**src/design/ksvm_pkg.sv**
```systemverilog
// ----------------------------------------------------------------------------
// ksvm_pkg
// shared types and codes for the split-group velocity moment accumulator
// ----------------------------------------------------------------------------
`default_nettype none

package ksvm_pkg;

  localparam int NUM_GROUPS  = 3;
  localparam int NUM_COMP    = 3;
  localparam int NUM_MOMENTS = 11;
  localparam int NUM_ENTRIES = NUM_GROUPS * NUM_COMP;

  localparam int GRP_W = 2;
  localparam int MOM_W = 4;
  localparam int ENT_W = 4;
  localparam int VAL_W = 64;

  // lane pipeline depth: square, speed, split multiply, combine
  localparam int PIPE_D = 4;

  // item modes
  localparam logic MODE_ADD    = 1'b0;
  localparam logic MODE_FINISH = 1'b1;

  // particle groups
  localparam logic [GRP_W-1:0] GRP_POS  = 2'd0;
  localparam logic [GRP_W-1:0] GRP_NEG  = 2'd1;
  localparam logic [GRP_W-1:0] GRP_FULL = 2'd2;

  // moment codes
  localparam logic [MOM_W-1:0] MOM_COUNT    = 4'd0;
  localparam logic [MOM_W-1:0] MOM_FIRST_X  = 4'd1;
  localparam logic [MOM_W-1:0] MOM_FIRST_Z  = 4'd3;
  localparam logic [MOM_W-1:0] MOM_SECOND_X = 4'd4;
  localparam logic [MOM_W-1:0] MOM_SECOND_Z = 4'd6;
  localparam logic [MOM_W-1:0] MOM_THIRD_X  = 4'd7;
  localparam logic [MOM_W-1:0] MOM_THIRD_Z  = 4'd9;
  localparam logic [MOM_W-1:0] MOM_TOTAL    = 4'd10;

  // accumulator control
  typedef struct packed {
    logic             add;
    logic [GRP_W-1:0] grp;
    logic             clr;
  } acc_ctl_t;

  // first entry of a group in the sum arrays
  function automatic logic [ENT_W-1:0] grp_base(input logic [GRP_W-1:0] g);
    logic [ENT_W-1:0] gx;
    gx = ENT_W'(g);
    return (gx << 1) + gx;
  endfunction

endpackage

`default_nettype wire

```
**src/design/ksvm_lane.sv**
```systemverilog
// ----------------------------------------------------------------------------
// ksvm_lane
// one velocity component: square, then v times squared speed in two halves
// ----------------------------------------------------------------------------
`default_nettype none

module ksvm_lane #(
  parameter int VEL_BITS = 16
) (
  input  wire logic                       clk,
  input  wire logic signed [VEL_BITS-1:0] vel,
  input  wire logic [((2*VEL_BITS+1) > 33 ? (2*VEL_BITS+1) : 33)-1:0] speed,
  output logic [2*VEL_BITS-2:0]           sq_early,
  output logic signed [VEL_BITS-1:0]      vel_o,
  output logic [2*VEL_BITS-2:0]           sq_o,
  output logic [ksvm_pkg::VAL_W-1:0]      cube_o
);
  import ksvm_pkg::*;

  localparam int SQ_W  = 2*VEL_BITS - 1;
  localparam int SP_W  = 2*VEL_BITS + 1;
  localparam int SPX_W = (SP_W > 33) ? SP_W : 33;
  localparam int HI_W  = SPX_W - 32;
  localparam int PL_W  = VEL_BITS + 33;
  localparam int PH_W  = VEL_BITS + HI_W + 1;

  logic signed [2*VEL_BITS-1:0] sq_full;
  logic signed [VEL_BITS-1:0]   v1_r, v2_r, v3_r, v4_r;
  logic [SQ_W-1:0]              sq1_r, sq2_r, sq3_r, sq4_r;
  logic signed [PL_W-1:0]       pl_r;
  logic signed [PH_W-1:0]       ph_r;
  logic [VAL_W-1:0]             ph_ext;
  logic [VAL_W-1:0]             cube_nxt;
  logic [VAL_W-1:0]             cube_r;

  assign sq_full = vel * vel;

  // speed split at bit 32 keeps each multiplier near 32 bits wide
  assign ph_ext   = VAL_W'(ph_r);
  assign cube_nxt = VAL_W'(pl_r) + {ph_ext[31:0], 32'd0};

  always_ff @(posedge clk) begin
    v1_r   <= vel;
    sq1_r  <= sq_full[SQ_W-1:0];
    v2_r   <= v1_r;
    sq2_r  <= sq1_r;
    pl_r   <= v2_r * $signed({1'b0, speed[31:0]});
    ph_r   <= v2_r * $signed({1'b0, speed[SPX_W-1:32]});
    v3_r   <= v2_r;
    sq3_r  <= sq2_r;
    cube_r <= cube_nxt;
    v4_r   <= v3_r;
    sq4_r  <= sq3_r;
  end

  assign sq_early = sq1_r;
  assign vel_o    = v4_r;
  assign sq_o     = sq4_r;
  assign cube_o   = cube_r;

endmodule

`default_nettype wire

```
**config.mk**
```make
export PLATFORM = sky130hd
export DESIGN_NAME = ksvm_lane
export DESIGN_NICKNAME = d
export VERILOG_FILES = /design/src/design/ksvm_pkg.sv /design/src/design/ksvm_lane.sv
export SDC_FILE = /design/constraint.sdc
export NUM_CORES = 2
export LEC_CHECK = 0
export ABC_CLOCK_PERIOD_IN_PS = 16700
export BUFFER_PORTS_ARGS = -buffer_cell sky130_fd_sc_hd__buf_4
export CELL_PAD_IN_SITES_DETAIL_PLACEMENT = 1
export CELL_PAD_IN_SITES_GLOBAL_PLACEMENT = 2
export CORE_MARGIN = 10
export CORE_UTILIZATION = 25
export CTS_CLUSTER_DIAMETER = 150
export DETAILED_ROUTE_END_ITERATION = 6
export PLACE_DENSITY = 0.6
export SETUP_SLACK_MARGIN = 0.02
export SYNTH_ARGS = -nofsm -noshare
export SYNTH_HDL_FRONTEND = slang
export SYNTH_SLANG_ARGS = --single-unit
```
**constraint.sdc**
```tcl
create_clock -name clk -period 16.7 [get_ports clk]
set_clock_uncertainty 0.2 [all_clocks]
set_input_delay 3.34 -clock clk [delete_from_list [all_inputs] [get_ports clk]]
set_output_delay 3.34 -clock clk [all_outputs]
set_load 0.05 [all_outputs]
```
# --- Yosys cells after proc, flatten, opt, wreduce, memory -nomap -nowiden ---
# Index checks and enable logic that the tools add are counted.
# W data, S select, Z words.
op_classes:
  add_sub_neg: 1
  mul: 3
op_table:
  columns: ["operator", "count"]
  rows:
  - ["$add A49 B50 Y51", 1]
  - ["$mul A16 B33 Y49", 1]
  - ["$mul A16 B16 Y31", 1]
  - ["$mul A16 B2 Y18", 1]
word_totals:
  output_inout_bits: 142
  elab_cells: 15
  ff_bits: 306

# --- Depth between registers and ports, before layout ---
logic_depth:
  word_depth: 1
  depth_mapped: 27
  depth_no_buf: 24

# --- Least setup slack after synthesis ---
# OpenSTA, ideal clock, no wires.
synth_path:
  kind: "input to register"
  start: "in vel[1]"
  end: "reg sq1_r[25] (netlist: sq_early[25])"
  required_time_ns: 16.379
  path_slack_ns: 7.359
  arrival_time_ns: 9.020
  path_buffers: 2
  path_stages: 24
  cell_sequence: "clkbuf_1 -> clkbuf_1 -> nand2_1 -> fa_1 -> inv_1 -> fa_1 -> inv_1 -> fa_1 -> inv_1 -> fa_1 -> inv_1 -> fa_1 -> inv_1 -> fa_1 -> ha_1 -> and3_1 -> a31o_2 -> a21oi_1 -> o21bai_1 -> o21ai_0 -> nand2b_1 -> a21o_1 -> a221o_1 -> xor2_1"
synth_between:
  elab_chain_len: 1
synth_lines:
  columns: ["item", "line", "source"]
  rows:
  - ["start: declaration", "ksvm_lane.sv:11", "input wire logic signed [VEL_BITS-1:0] vel,"]
  - ["$mul A16 B16 Y31", "ksvm_lane.sv:36", "assign sq_full = vel * vel;"]
  - ["net sq_full[25]", "ksvm_lane.sv:27", "logic signed [2*VEL_BITS-1:0] sq_full;"]
  - ["end signal: assignment", "ksvm_lane.sv:44", "sq1_r <= sq_full[SQ_W-1:0];"]
  - ["end: declaration", "ksvm_lane.sv:29", "logic [SQ_W-1:0] sq1_r, sq2_r, sq3_r, sq4_r;"]
# The timed path passes the listed nets, and every way through them passes these cells.

# --- Worst setup path in the final report ---
layout_path:
  start: "in speed[7] in the netlist's numbering"
  end: "reg pl_r[48]"
layout_between:
  elab_chain_len: 1
layout_lines:
  columns: ["item", "line", "source"]
  rows:
  - ["start: declaration", "ksvm_lane.sv:12", "input wire logic [((2*VEL_BITS+1) > 33 ? (2*VEL_BITS+1) : 33)-1:0] speed,"]
  - ["$mul A16 B33 Y49", "ksvm_lane.sv:47", "pl_r <= v2_r * $signed({1'b0, speed[31:0]});"]
  - ["end signal: assignment", "ksvm_lane.sv:47", null]
  - ["end: declaration", "ksvm_lane.sv:30", "logic signed [PL_W-1:0] pl_r;"]
# Every way passes these cells.

==> out/metrics.csv <==
metric,value,unit
status,"complete, no violations",
h-tree-depth,2,
worstReg2RegEnd,pl_r[48]$_DFF_P_,
grt_pass1_vias,24780,
wl,101000,um
num-nets-final,4416,
multi_input_area,22780,um^2
port_buffers,189,
synth_warnings,0,
setup-tns-final,0,ns
synthTopCellsByCount,"inv_1 (821), fa_1 (653), nand2_1 (375), dfxtp_1 (296), and2_1 (282)",
fmax,0.1061,GHz
crit_arrival,9.72,ns
cts.clk_slew.worst_paths,0.06,ns
ant_nets,0,
post_drt_via_cell_ratio,4.152,
antenna_found_initial,9,
hold_path_startpoint,sq3_r[4]$_DFF_P_,
cts_hold_buf,0,
cts_tree,built,
grt_usage,14.22,%
timing.final.max_slew_violations,0,
yosys.area.top_type_share,40.43,%
area_growth_syn_to_layout,14.29,%
worst_slew_pin_slew,1.188,ns
synthFlopType,dfxtp_1,
hpwlAfterDp,78780,um
grt_max_degree,35,
path_class,input port to flop,
rsz0062_at_grt,no,
initial_core_util,25.26,%
hold_end,sq_o[4]$_DFF_P_,
clk_latency,0.62,ns
setup_ws,7.271,ns
period_share,56.46,%
cp_num_buf_inv,3,
place_ws,6.612,ns
yosysTopAreaCell,fa_1,
fill_cells,14650,
fp.dieArea,144100,um^2
synth_most_common_cell,inv_1,
drive_above_1_share,8.367,%
cts_root_buf,clkbuf_16,
start_kind,input port,
dr.first_iter.drc_count,763,
via_count,21680,
min_path_cells,0,
cts_post_setup_buffers_inserted,0,
die_x,379.6,um
final_core_util,28.87,%
ff2ff_path_depth,22,
finalHoldViolCount,0,
drv_cap,0,
drtPass1Iterations,5,
critPathTopFamily,adder cells,
synth-seq-area-share,18.33,%
synth_edf_count,0,
clk_path_buf_depth,3,
grt_overflow,0,
grt_pass1_wl,157600,um
wire_per_inst,19.34,um
cpPeakStageDelay,0.55,ns
io_pins,192,
row_count,131,
seq_area,5927,um^2
required,17.00,ns
slew_headroom,20.68,%
crit_fanout,16,
netlist-cell-type-count,59,
syn_inst,3335,
rrSetupSlack,8.84,ns
layout_min_cycle_time,9.429,ns
worst_path_max_delay_cell,fa_1,
rr_startpoint,v2_r[7]$_DFF_P_,
die_height,379.6,um
avgSynthCellArea,9.696,um^2
hp-class,flop to flop,
cp-end-kind,flop,
finalWeightedCongestion,0.7636,
cp_cell_sequence,buf_4 > and2_1 > fa_1 > inv_1 > fa_1 > fa_1 > fa_1 > inv_1 > fa_1 > fa_1 > ha_1 > and3_1 > nand2_1 > a21o_1 > a21oi_1 > o21ai_1 > a41oi_1 > nand3b_1 > a211oi_1 > xnor2_1,
ys_ff_latch,296,
cts-buffers-inserted,41,
core-area,128000,um^2
path_common_cell,fa_1,
cts-resized-gates,0,
async_flop_share,0,%
cts.sinks,296,
drc,0,
synthTopCellsByArea,"fa_1 (40%), dfxtp_1 (18%), ha_1 (9.8%), inv_1 (9.5%), and2_1 (5.5%)",
finalSetupViolations,0,
syn_area,32330,um^2
## worst reg2reg max path: cells and delay by family, from the launching register on
family	cells	cell delay (ns)
simple gates	4	0.64
buf+inv	6	0.80
flops	1	1.01
xor+xnor	1	0.12
compound gates	4	1.56
fa+ha+maj	7	3.42
## stage by stage
stage,instances,cell area (um^2),hold WS [ns]
6_report,5220,36960,0.1222
3_5_place_dp,5145,35530,0.1132
4_1_cts,5219,36950,0.1218
3_3_place_gp,5145,35530,0.1097
2_1_floorplan,3336,32340,0.1096
5_1_grt,5219,36950,0.1287
## sequential cells by signal (all words and copies together), names as in the netlist
register  count
cube_o       51
ph_r         16
pl_r         49
sq2_r        30
sq3_r        30
sq_early     30
sq_o         30
v1_r         15
v2_r         15
v3_r         15
vel_o        15
## cell type report
class	count	area share (%)
repair buffers	210	4.266
clock inverters	23	0.9006
well taps	1729	5.854
multi-input cells	2089	61.64
inverters	821	8.339
clock buffers	51	2.959
diodes	1	0.006771
flip-flops and latches	296	16.04
## worst max-delay path by stage
stage	cells after the start	to	slack, ns	start
after floorplan	24	sq_early[25]$_DFF_P_	7.36	vel[1]
after CTS	20	pl_r[48]$_DFF_P_	7.24	speed[7]
final	20	pl_r[48]$_DFF_P_	7.27	speed[7]
after detailed placement	20	pl_r[48]$_DFF_P_	6.61	speed[7]
after global routing	20	pl_r[48]$_DFF_P_	7.00	speed[7]
after global placement	20	pl_r[48]$_DFF_P_	6.58	speed[7]
## placed cells by master (no fill, tap or decap), types with 3 or more instances in the layout
cell type / instances
nor2b_1: 11
a31oi_1: 5
and3_1: 9
a21oi_1: 79
xnor2_1: 72
nand2b_1: 26
nand4_1: 9
ha_1: 254
a211o_1: 4
fa_1: 653
nand2_1: 375
or2_2: 4
o21a_1: 8
a211oi_1: 11
and2_1: 282
inv_1: 821
or3_1: 5
inv_6: 5
o31ai_1: 3
o22ai_1: 3
clkbuf_16: 41
nor3_1: 11
clkinv_8: 3
nor2_1: 90
clkbuf_1: 7
clkbuf_8: 3
dfxtp_1: 295
o21ai_0: 33
clkinv_4: 4
bufinv_16: 5
o21bai_1: 10
o211ai_1: 3
buf_4: 210
o21ai_1: 5
nand3_1: 15
xor2_1: 28
a21o_1: 45
clkinv_2: 5
## routing by layer
layer  wire [um]  track usage (%)  vias up  share of wire, %
met3        5003            2.889       85               5.0
li1            -                -    10010                 -
met5          13                0        -             0.013
met1       48330            19.93    11270                48
met2       45890            22.52      317                45
met4        1742            2.886        2               1.7
## cell families (layout without fill, tap and decap cells)
group           Yosys count  count (layout)  share of synthesized area, %
other cells               1               3                       0.01160
xor+xnor                100             100                         2.709
flops                   296             296                         18.33
buf+inv                 951            1105                         11.24
simple gates            846             846                         12.74
compound gates          234             234                         4.721
fa+ha+maj               907             907                         50.26
Power is left out: the tool's default activity adds up to more than one toggle a clock period on the data nets, which glitch-free logic cannot reach.
